--- src/record_table_insert_delete_search_core_macros.svh ---
// ----------------------------------------------------------------------------
// Record table core assertion macros
// Shared concurrent assertion forms used by the record table core.
// ----------------------------------------------------------------------------
`ifndef RECORD_TABLE_INSERT_DELETE_SEARCH_CORE_MACROS_SVH
`define RECORD_TABLE_INSERT_DELETE_SEARCH_CORE_MACROS_SVH

// Same-cycle implication, disabled during reset.
`define RTIDS_ASSERT_NOW(label, clk, rst, ante, cons, msg) \
   label: assert property (@(posedge clk) disable iff (rst) (ante) |-> (cons)) \
      else $error(msg);

// Next-cycle implication, disabled during reset.
`define RTIDS_ASSERT_NEXT(label, clk, rst, ante, cons, msg) \
   label: assert property (@(posedge clk) disable iff (rst) (ante) |=> (cons)) \
      else $error(msg);

`endif

--- src/rtids_pkg.sv ---
// ----------------------------------------------------------------------------
// Record table package
// Beat types, record type, cell control and operation/status codes.
// ----------------------------------------------------------------------------
package rtids_pkg;

   localparam int CAPACITY_DEF = 16;

   localparam logic [1:0] OP_SEARCH = 2'd0;
   localparam logic [1:0] OP_INSERT = 2'd1;
   localparam logic [1:0] OP_DELETE = 2'd2;

   localparam logic [1:0] ST_OK        = 2'd0;
   localparam logic [1:0] ST_NOT_FOUND = 2'd1;
   localparam logic [1:0] ST_BAD       = 2'd2;

   typedef struct packed {
      logic [1:0]  operation;
      logic [15:0] key_id;
      logic [4:0]  position;
      logic [7:0]  new_age;
      logic [23:0] new_salary;
   } req_type;

   typedef struct packed {
      logic [1:0]  status;
      logic [3:0]  found_index;
      logic [15:0] found_id;
      logic [7:0]  found_age;
      logic [23:0] found_salary;
      logic [4:0]  entry_count;
   } rsp_type;

   typedef struct packed {
      logic [15:0] key_id;
      logic [7:0]  age;
      logic [23:0] salary;
   } record_type;

   typedef struct packed {
      logic cmp_en;
      logic ins_en;
      logic del_en;
   } cell_ctrl_type;

endpackage

--- src/rtids_cell.sv ---
// ----------------------------------------------------------------------------
// Record table cell
// Holds one record, compares its key and shifts with its neighbors.
// ----------------------------------------------------------------------------
module rtids_cell #(
   parameter int IDX   = 0,
   parameter int IDX_W = 4,
   parameter int CNT_W = 5
) (
   input  logic                   clock,
   input  rtids_pkg::cell_ctrl_type ctrl,
   input  logic [15:0]            key_id,
   input  logic [4:0]             position,
   input  logic [CNT_W-1:0]       count,
   input  rtids_pkg::record_type  new_rec,
   input  rtids_pkg::record_type  left_rec,
   input  rtids_pkg::record_type  right_rec,
   output rtids_pkg::record_type  rec_out,
   input  logic                   below_in,
   output logic                   below_out,
   input  rtids_pkg::record_type  hit_rec_in,
   output rtids_pkg::record_type  hit_rec_out,
   input  logic [IDX_W-1:0]       hit_idx_in,
   output logic [IDX_W-1:0]       hit_idx_out
);
   import rtids_pkg::*;

   localparam logic [CNT_W-1:0] MY_CNT = CNT_W'(IDX);
   localparam logic [IDX_W-1:0] MY_IDX = IDX_W'(IDX);

   record_type rec_ff;
   logic       match_ff;
   logic       live;
   logic       first;

   assign live        = MY_CNT < count;
   assign first       = match_ff & ~below_in;
   assign below_out   = below_in | match_ff;
   assign hit_rec_out = first ? rec_ff : hit_rec_in;
   assign hit_idx_out = first ? MY_IDX : hit_idx_in;
   assign rec_out     = rec_ff;

   always_ff @(posedge clock) begin
      if (ctrl.cmp_en) begin
         match_ff <= live && (rec_ff.key_id == key_id);
      end
      if (ctrl.ins_en) begin
         if (int'(position) == IDX) begin
            rec_ff <= new_rec;
         end else if (int'(position) < IDX) begin
            rec_ff <= left_rec;
         end
      end else if (ctrl.del_en) begin
         // close the gap: every cell at or above the first hit pulls from the right
         if (below_out) begin
            rec_ff <= right_rec;
         end
      end
   end

endmodule

--- src/record_table_insert_delete_search_core.sv ---
// ----------------------------------------------------------------------------
// Record table core
// Ordered table of records with search, insert at position and delete by key.
// ----------------------------------------------------------------------------
// Usage:
//   req_valid/req_ready carry one operation beat (search, insert, delete);
//   rsp_valid/rsp_ready carry exactly one result beat per operation.
//   A beat accepted in the idle step is compared in every cell in the
//   compare step, and the table update and result register are written in
//   the update step; rsp_valid rises when that update commits.
//   One operation is in flight at a time: req_ready returns after the
//   update, so a new beat is taken only once the last one has committed. The
//   update step follows the registered compare pass and carries the ripple of
//   the first-hit flag, index and record through the chain of CAPACITY cells.
//   The result register decouples the sides: a new request is taken while
//   a result still waits. If the receiver stalls with a result pending,
//   the next operation holds in its update step until the result leaves.
//   Reset empties the table (count zero) and drops any pending result;
//   record contents are not cleared and only entries below the count are
//   ever read.
// ----------------------------------------------------------------------------
`include "record_table_insert_delete_search_core_macros.svh"

module record_table_insert_delete_search_core #(
   parameter int CAPACITY = rtids_pkg::CAPACITY_DEF
) (
   input  logic              clock,
   input  logic              reset,
   input  logic              req_valid,
   output logic              req_ready,
   input  rtids_pkg::req_type req_data,
   output logic              rsp_valid,
   input  logic              rsp_ready,
   output rtids_pkg::rsp_type rsp_data
);
   import rtids_pkg::*;

   localparam int IDX_W = $clog2(CAPACITY);
   localparam int CNT_W = $clog2(CAPACITY + 1);
   localparam logic [CNT_W-1:0] CAP_CNT = CNT_W'(CAPACITY);

   localparam logic [1:0] S_IDLE = 2'd0;
   localparam logic [1:0] S_CMP  = 2'd1;
   localparam logic [1:0] S_EXEC = 2'd2;

   logic [1:0]       state_ff, state_in;
   req_type          req_ff;
   logic [CNT_W-1:0] count_ff, count_in;
   rsp_type          rsp_ff, rsp_in;
   logic             rsp_valid_ff, rsp_valid_in;

   cell_ctrl_type    ctrl;
   record_type       new_rec;
   record_type       recs    [CAPACITY];
   logic             below   [CAPACITY+1];
   record_type       hit_rec [CAPACITY+1];
   logic [IDX_W-1:0] hit_idx [CAPACITY+1];

   logic             commit;
   logic             found;
   logic             ins_ok;
   logic [31:0]      hit_idx_wide;
   logic [31:0]      count_wide;

   assign new_rec.key_id = req_ff.key_id;
   assign new_rec.age    = req_ff.new_age;
   assign new_rec.salary = req_ff.new_salary;

   assign below[0]   = 1'b0;
   assign hit_rec[0] = '0;
   assign hit_idx[0] = '0;

   for (genvar i = 0; i < CAPACITY; i++) begin : g_cell
      record_type left_rec;
      record_type right_rec;
      if (i == 0) begin : g_head
         assign left_rec = new_rec;
      end else begin : g_mid_l
         assign left_rec = recs[i-1];
      end
      if (i == CAPACITY - 1) begin : g_tail
         assign right_rec = recs[i];
      end else begin : g_mid_r
         assign right_rec = recs[i+1];
      end
      rtids_cell #(
         .IDX   (i),
         .IDX_W (IDX_W),
         .CNT_W (CNT_W)
      ) u_cell (
         .clock       (clock),
         .ctrl        (ctrl),
         .key_id      (req_ff.key_id),
         .position    (req_ff.position),
         .count       (count_ff),
         .new_rec     (new_rec),
         .left_rec    (left_rec),
         .right_rec   (right_rec),
         .rec_out     (recs[i]),
         .below_in    (below[i]),
         .below_out   (below[i+1]),
         .hit_rec_in  (hit_rec[i]),
         .hit_rec_out (hit_rec[i+1]),
         .hit_idx_in  (hit_idx[i]),
         .hit_idx_out (hit_idx[i+1])
      );
   end

   assign found        = below[CAPACITY];
   assign hit_idx_wide = 32'(hit_idx[CAPACITY]);
   assign ins_ok       = (32'(req_ff.position) <= 32'(count_ff)) && (count_ff < CAP_CNT);
   assign commit       = (state_ff == S_EXEC) && (!rsp_valid_ff || rsp_ready);

   assign req_ready = (state_ff == S_IDLE);
   assign rsp_valid = rsp_valid_ff;
   assign rsp_data  = rsp_ff;

   always_comb begin
      ctrl        = '0;
      ctrl.cmp_en = (state_ff == S_CMP);
      count_in    = count_ff;
      rsp_in      = '0;
      rsp_in.status = ST_BAD;
      case (req_ff.operation)
         OP_SEARCH: begin
            if (found) begin
               rsp_in.status       = ST_OK;
               rsp_in.found_index  = hit_idx_wide[3:0];
               rsp_in.found_id     = hit_rec[CAPACITY].key_id;
               rsp_in.found_age    = hit_rec[CAPACITY].age;
               rsp_in.found_salary = hit_rec[CAPACITY].salary;
            end else begin
               rsp_in.status = ST_NOT_FOUND;
            end
         end
         OP_INSERT: begin
            if (ins_ok) begin
               ctrl.ins_en        = commit;
               count_in           = count_ff + CNT_W'(1);
               rsp_in.status      = ST_OK;
               rsp_in.found_index = req_ff.position[3:0];
            end
         end
         OP_DELETE: begin
            if (found) begin
               ctrl.del_en        = commit;
               count_in           = count_ff - CNT_W'(1);
               rsp_in.status      = ST_OK;
               rsp_in.found_index = hit_idx_wide[3:0];
            end else begin
               rsp_in.status = ST_NOT_FOUND;
            end
         end
         default: begin
            rsp_in.status = ST_BAD;
         end
      endcase
      count_wide         = 32'(count_in);
      rsp_in.entry_count = count_wide[4:0];
   end

   always_comb begin
      state_in = state_ff;
      case (state_ff)
         S_IDLE: begin
            if (req_valid) begin
               state_in = S_CMP;
            end
         end
         S_CMP: begin
            state_in = S_EXEC;
         end
         S_EXEC: begin
            // hold until the result register is free
            if (commit) begin
               state_in = S_IDLE;
            end
         end
         default: begin
            state_in = S_IDLE;
         end
      endcase
   end

   always_comb begin
      rsp_valid_in = rsp_valid_ff;
      if (commit) begin
         rsp_valid_in = 1'b1;
      end else if (rsp_ready) begin
         rsp_valid_in = 1'b0;
      end
   end

   always_ff @(posedge clock) begin
      if (reset) begin
         state_ff     <= S_IDLE;
         count_ff     <= '0;
         rsp_valid_ff <= 1'b0;
      end else begin
         state_ff     <= state_in;
         rsp_valid_ff <= rsp_valid_in;
         if (commit) begin
            count_ff <= count_in;
         end
      end
   end

   always_ff @(posedge clock) begin
      if (req_valid && req_ready) begin
         req_ff <= req_data;
      end
      if (commit) begin
         rsp_ff <= rsp_in;
      end
   end

   `RTIDS_ASSERT_NOW(a_count_cap, clock, reset, 1'b1, count_ff <= CAP_CNT,
                     "live count above capacity")
   `RTIDS_ASSERT_NEXT(a_count_hold, clock, reset, state_ff != S_EXEC, $stable(count_ff),
                      "live count changed outside the update step")
   `RTIDS_ASSERT_NEXT(a_accept_cmp, clock, reset, req_valid && req_ready, state_ff == S_CMP,
                      "accepted beat did not enter the compare step")
   `RTIDS_ASSERT_NEXT(a_rsp_drain, clock, reset, rsp_valid && rsp_ready && !commit, !rsp_valid,
                      "result beat repeated after it was taken")

endmodule

--- config.mk ---
export PLATFORM = sky130hd
export DESIGN_NAME = record_table_insert_delete_search_core
export DESIGN_NICKNAME = d
export VERILOG_FILES = /design/src/rtids_pkg.sv /design/src/rtids_cell.sv /design/src/record_table_insert_delete_search_core.sv
export VERILOG_INCLUDE_DIRS = /design/src /design/src/src
export SDC_FILE = /design/constraint.sdc
export NUM_CORES = 2
export LEC_CHECK = 0
export BUFFER_PORTS_ARGS = -buffer_cell sky130_fd_sc_hd__clkbuf_2
export CAP_MARGIN = 15
export CELL_PAD_IN_SITES_DETAIL_PLACEMENT = 1
export CELL_PAD_IN_SITES_GLOBAL_PLACEMENT = 2
export CORE_MARGIN = 3
export CORE_UTILIZATION = 30
export CTS_CLUSTER_DIAMETER = 60
export DETAILED_ROUTE_END_ITERATION = 10
export PLACE_DENSITY_LB_ADDON = 0.1
export REMOVE_ABC_BUFFERS = 1
export SYNTH_ARGS = -nofsm -noshare
export SYNTH_HDL_FRONTEND = slang
export SYNTH_SLANG_ARGS = --single-unit
export TNS_END_PERCENT = 100
--- constraint.sdc ---
create_clock -name clock -period 9.5 [get_ports clock]
set_input_delay 0.95 -clock clock [delete_from_list [all_inputs] [get_ports clock]]
set_output_delay 0.95 -clock clock [all_outputs]
set_load 0.05 [all_outputs]
### After elaboration in Yosys (flattened, before gate mapping)

Cells that the tools add are included.

* order comparisons: 33
* muxes and demuxes: 125
* reductions and logical operators: 61
* eq/ne operators: 52
* $add $sub $neg: 2
* bitwise logic cells: 45

Operators with widths (number)
* 48-bit two-way mux: 92
* 16-bit == test: 16
* 52-bit two-way mux: 1
* 3-bit AND reduction: 15
* 3-bit by 1-bit != test with 1-bit output, second input constant: 14
* 5-bit == test, second input constant: 8
* 4-bit by 5-bit < comparator with 1-bit output, first input constant: 8
* 5-bit by 4-bit < comparator with 1-bit output, second input constant: 8
* 4-bit two-way mux: 9
* 2-bit nonzero test: 18
* 5-bit by 4-bit == test with 1-bit output, second input constant: 4
* 3-bit by 5-bit < comparator with 1-bit output, first input constant: 4
* 5-bit by 3-bit < comparator with 1-bit output, second input constant: 4
* 1-bit logical AND: 19
* 1-bit bitwise AND: 15
* 1-bit inverter: 15
* 1-bit bitwise OR: 15
* 3-bit two-way mux: 4
* 4-bit one-hot mux with 3 select lines: 1
* 5-bit by 3-bit == test with 1-bit output, second input constant: 2
* 1-bit by 5-bit < comparator with 1-bit output, first input constant: 2
* 2-bit by 5-bit < comparator with 1-bit output, first input constant: 2
* 5-bit by 2-bit < comparator with 1-bit output, second input constant: 2
* 5-bit two-way mux: 2
* other kinds (22): 38

* logic and storage cells: 396
* register bits after elaboration: 906
* output and inout bits: 61

### Depth between registers and ports, before layout

* depth in word-level cells: 19
* mapped depth: 14
* gate-level depth less buffers: 8

### Cells and area by module

From an unflattened synthesis, not the netlist that was laid out.

* cell total of the unflattened synthesis: 5781
* area total of the unflattened synthesis: 56610.5 sq um

By module, submodules not included
* record_table_insert_delete_search_core: cells an instance 308, area each 4749.6 sq um, times used 1
* rtids_cell (g_cell[10].u_cell): cells an instance 355, area each 3289.4 sq um, times used 1
* rtids_cell (g_cell[11].u_cell): cells an instance 353, area each 3283.1 sq um, times used 1
* rtids_cell (g_cell[14].u_cell): cells an instance 353, area each 3279.4 sq um, times used 1
* rtids_cell (g_cell[2].u_cell): cells an instance 353, area each 3278.1 sq um, times used 1
* rtids_cell (g_cell[3].u_cell): cells an instance 351, area each 3276.9 sq um, times used 1
* rtids_cell (g_cell[12].u_cell): cells an instance 353, area each 3271.9 sq um, times used 1
* rtids_cell (g_cell[4].u_cell): cells an instance 354, area each 3268.1 sq um, times used 1
* rtids_cell (g_cell[8].u_cell): cells an instance 352, area each 3266.9 sq um, times used 1
* rtids_cell (g_cell[6].u_cell): cells an instance 352, area each 3265.6 sq um, times used 1
* rtids_cell (g_cell[9].u_cell): cells an instance 352, area each 3258.1 sq um, times used 1
* rtids_cell (g_cell[13].u_cell): cells an instance 352, area each 3256.9 sq um, times used 1
* rtids_cell (g_cell[5].u_cell): cells an instance 352, area each 3255.6 sq um, times used 1
* rtids_cell (g_cell[15].u_cell): cells an instance 350, area each 3254.4 sq um, times used 1
* 3 more rows

### Worst setup path before layout

Ideal clock, no wire load.

* path type: input to register
* start: input port rsp_ready
* end: register g_cell[6].u_cell.rec_ff, in the netlist g_cell[6].u_cell.rec_out[0], enable pin
* required time: 8.974 ns
* stages on the path: 5
* arrival: 8.086 ns
* slack: 0.888 ns
* buffers on the path: 1
* library setup time: 0.526 ns
* cell sequence: nor2b_1 -> nor2_1 -> nand2_1 -> buf_2 -> a211oi_1

* cells in the longest elaborated chain, start to end: 6
* elaborated cells between the ends (all ways): 10
* classes of those cells: eq/ne (1); mux (4); reduce/logical (5)

RTL lines
* start: declaration: RTL line record_table_insert_delete_search_core.sv:33 `input logic rsp_ready,`
* 1-bit logical OR *: RTL line record_table_insert_delete_search_core.sv:112 `assign commit = (state_ff == S_EXEC) && (!rsp_valid_ff || rsp_ready);`
* 1-bit logical AND *: RTL line record_table_insert_delete_search_core.sv:112
* via commit: RTL line record_table_insert_delete_search_core.sv:59 `logic commit;`
* 1-bit two-way mux (on tied branches): RTL line record_table_insert_delete_search_core.sv:137, record_table_insert_delete_search_core.sv:145
* 1-bit two-way mux: RTL line record_table_insert_delete_search_core.sv:124 `case (req_ff.operation)`
* 3-bit by 1-bit != test with 1-bit output (no line) / 2-bit nonzero test (equally long branches)
* 3-bit AND reduction (no line) *
* end signal: assignment: RTL line rtids_cell.sv:49 `rec_ff <= new_rec;`
* end signal: assignment: RTL line rtids_cell.sv:51 `rec_ff <= left_rec;`
* end signal: assignment: RTL line rtids_cell.sv:56 `rec_ff <= right_rec;`
* end: declaration: RTL line rtids_cell.sv:31 `record_type rec_ff;`

Mark *: on every way through the listed nets, which the timed path passes. The rest lies on a longest branch.
A chain may end at the register's enable or synchronous reset.

### Worst setup path after layout

* start: register count_ff[4]
* end: register g_cell[12].u_cell.rec_ff, in the netlist g_cell[12].u_cell.rec_out[6] (data pin)

* cells in the longest elaborated chain, start to end: 5
* elaborated cells between the ends (all ways): 6
* classes of those cells: order compare (2); mux (3); reduce/logical (1)

RTL lines
* start: declaration: RTL line record_table_insert_delete_search_core.sv:48 `logic [CNT_W-1:0] count_ff, count_in;`
* start signal: assignment: RTL line record_table_insert_delete_search_core.sv:203 `count_ff <= count_in;`
* 5-bit <= comparator / 5-bit < comparator (equally long branches): RTL line record_table_insert_delete_search_core.sv:111 `assign ins_ok = (32'(req_ff.position) <= 32'(count_ff)) && (count_ff < CAP_CNT);`
* 1-bit logical AND *: RTL line record_table_insert_delete_search_core.sv:111
* 1-bit two-way mux *: RTL line record_table_insert_delete_search_core.sv:137 `if (ins_ok) begin`
* 1-bit two-way mux *: RTL line record_table_insert_delete_search_core.sv:124
* 48-bit two-way mux *: RTL line rtids_cell.sv:47 `if (ctrl.ins_en) begin`
* end signal: assignment: RTL line rtids_cell.sv:49
* end signal: assignment: RTL line rtids_cell.sv:51
* end signal: assignment: RTL line rtids_cell.sv:56
* end: declaration: RTL line rtids_cell.sv:31

Mark *: on every way between the ends. The rest lies on a longest branch, timed or not.

==> flow_summary.json <==
{
  "status": "completed",
  "area_growth_pct": 14.61,
  "grt_pass1_vias": 42265,
  "cp.arrival_ps": 5890,
  "max_stage_delay_ps": 720,
  "core_area_um2": 174800,
  "dieArea_um2": 181700,
  "drive_gt1_share_pct": 11.73,
  "hold_buffers": 0,
  "synth-edff-count": 898,
  "dp_hpwl_um": 147900,
  "grt_usage_pct": 24.70,
  "rows": 153,
  "antenna_found_initial": 6,
  "sequentialPowerShare_pct": 42.2,
  "grt-ovfl-total": 0,
  "die_h_um": 426.3,
  "h-tree-depth": 4,
  "crit_chain": "clkinv_1 > ha_1 > nand2_1 > a211o_1 > a21oi_2 > or4_4 > buf_12 > buf_12 > buf_4 > o21ai_0",
  "fin_area_um2": 60730,
  "syn_area_um2": 52980,
  "register_area_um2": 27130,
  "hold_viol": 0,
  "start_util_pct": 30.32,
  "cts_resized": 0,
  "clock-root-buffer": "clkbuf_16",
  "netlist_top_cells_area": "edfxtp_1, mux2i_1, o21ai_0",
  "io_pins": 120,
  "crit_top_cell": "buf_12",
  "avgSynthCellArea_um2": 10.25,
  "ant_nets": 0,
  "clkSinkCount": 906,
  "fmax_mhz": 185.2,
  "r2r_setup_slack_ps": 4100,
  "grt_max_degree": 248,
  "cts.clk_slew.worst_paths_ps": 60,
  "slew_viol_final": 0,
  "critPathMaxFanout": 216,
  "yosysWarnings": 0,
  "synth_most_common_cell": "nand2_1",
  "stdcell_count": 7502,
  "crit_path_top_delay_cell": "buf_4",
  "hold_slack_ps": 341.3,
  "synth-main-ff-cell": "edfxtp_1",
  "worst-setup-path-type": "reg2reg",
  "power_switching_mw": 2.628,
  "yosys.area.top_type": "edfxtp_1",
  "reg2regPathDepth": 10,
  "drt-pass1-iter-count": 6,
  "setup_tns_ps": 0,
  "p_sw_share_pct": 24.53,
  "drt_wl_total_um": 228100,
  "clock_latency_ps": 790,
  "endpoint": "g_cell[12].u_cell.rec_out[6]$_DFFE_PP_",
  "drc": 0,
  "max_cap_viol_count": 0,
  "grt_setup_unrepaired": "false",
  "p_leak_nw": 23.97,
  "p_int_mw": 8.085,
  "place_area_um2": 55880,
  "postCtsSetupRepairBufs": 0,
  "first_iter_violations": 4057,
  "synthArstFlopShare_pct": 0,
  "clockPowerShare_pct": 51.6,
  "cts_tree": "built",
  "grt_pass1_wl_um": 324800,
  "yosys-top-cells-count": "nand2_1, edfxtp_1, o21ai_0, mux2i_1, clkbuf_1",
  "cts.path.max_buffers": 3,
  "die_w_um": 426.3,
  "power_frac_comb_pct": 6.2,
  "end_kind": "register",
  "vdd_drop_max_mv": 0.1355,
  "io_buffers": 119,
  "place.gp.congestion": 0.8349,
  "cts_inserted_buffers": 142,
  "synth_seq_cells": 906,
  "yosys.cell_types.count": 76,
  "finalCritPeriodShare_pct": 56.83,
  "wl_per_cell_um": 30.40,
  "slew-limit-headroom_pct": 15.28,
  "routed_via_density": 5.559,
  "netlist_instances": 5167,
  "crit-reg2reg-launch": "count_ff[4]$_SDFFE_PP0P_",
  "startpoint_type": "register",
  "power_density_nw_per_um2": 176.4,
  "seq_area_frac_synth_pct": 51.20,
  "worst_pin_slew_ps": 1271,
  "setup_viol": 0,
  "nets": 5139,
  "vias": 41702,
  "r2r_end": "g_cell[12].u_cell.rec_out[6]$_DFFE_PP_",
  "synth_top_area_share_pct": 50.89,
  "finalClockSkew_ps": 37.99,
  "min_period_ps": 5399,
  "nFillCells": 19237,
  "crit_path_start": "count_ff[4]$_SDFFE_PP0P_",
  "hold_class": "in2reg",
  "place_inst": 7249,
  "multiInputGateArea_um2": 24010,
  "crit_required_ps": 9990
}
-- sequential cells by signal, indices dropped and copies added (netlist names) --
signal,count
count_ff,5
g_cell.left_rec,48
g_cell.u_cell.match_ff,16
g_cell.u_cell.rec_out,768
req_ff,7
rsp_data,59
rsp_valid,1
state_ff,2
-- how the worst min path moves through the flow --
stage          slack (ps)                                 endpoint  depth (start not counted)                                    start
4_1_cts               270         g_cell[0].left_rec[19]$_DFFE_PP_                          1                             req_data[19]
5_1_grt               300         g_cell[0].left_rec[27]$_DFFE_PP_                          1                             req_data[27]
3_3_place_gp          530  g_cell[14].u_cell.rec_out[10]$_DFFE_PP_                          2  g_cell[15].u_cell.rec_out[10]$_DFFE_PP_
6_report              340         g_cell[0].left_rec[40]$_DFFE_PP_                          1                             req_data[45]
2_1_floorplan         520  g_cell[14].u_cell.rec_out[10]$_DFFE_PP_                          2  g_cell[15].u_cell.rec_out[10]$_DFFE_PP_
3_5_place_dp          540  g_cell[14].u_cell.rec_out[30]$_DFFE_PP_                          2  g_cell[15].u_cell.rec_out[30]$_DFFE_PP_
-- area by class of cell --
| type | instances | share of cell area, % |
|---|---|---|
| Clock buffer | 171 | 6.311 |
| Antenna cell | 1 | 0.004121 |
| Inverter | 49 | 0.3029 |
| Multi-Input combinational cell | 3715 | 39.53 |
| Tap cell | 2325 | 4.790 |
| Sequential cell | 906 | 44.67 |
| Timing Repair Buffer | 254 | 2.732 |
| Clock inverter | 81 | 1.661 |
-- critical path, delay by kind of cell (launching register included) --
kind	cells	cell delay (ps)
compound gates	3	880
buf+inv	4	2390
fa+ha+maj	1	420
flops	1	560
simple gates	2	500
-- per-layer routing --
metal | track usage [%] | wire [um]
met1 | 34.45 | 104000
met2 | 40.21 | 107100
met3 | 3.303 | 11450
met4 | 6.517 | 5549
met5 | 0 | 7
-- placed cells by master, fill, tap and decap left out, types with 78 or more instances in the layout --
master     Yosys  final
edfxtp_1     898    898
buf_4          2    131
a22oi_1       80     80
clkbuf_16      0    150
xor2_1       179    179
mux2i_1      673    673
clkbuf_2       1    119
a21oi_1      165    162
nor2_1        87     78
o21ai_0      791    791
nand2_1     1003    996
-- logic make-up after synthesis --
family / synth area share, %
flops: 51.20
fa+ha+maj: 0.2834
simple gates: 10.31
buf+inv: 4.295
xor+xnor: 4.232
compound gates: 15.95
mux: 13.73
-- through the flow --
step           setup slack [ps]  power [mW]  util [%]
4_1_cts                    4275       10.85     34.74
5_1_grt                    3789       11.05     34.75
2_1_floorplan            -32430       4.977         -
3_5_place_dp               4265       5.270     31.97
3_3_place_gp               4413       5.267     31.97
6_report                   4101       10.71     34.75
-- power groups by stage --
stage / clock network [mW] / logic [mW] / registers, mW
6_report: 5.52 / 0.666 / 4.52
4_1_cts: 5.66 / 0.668 / 4.52
3_3_place_gp: 0 / 0.663 / 4.60
3_5_place_dp: 0 / 0.666 / 4.60
2_1_floorplan: 0 / 0.337 / 4.64
5_1_grt: 5.81 / 0.707 / 4.53
(Power assumes the default switching activity.)
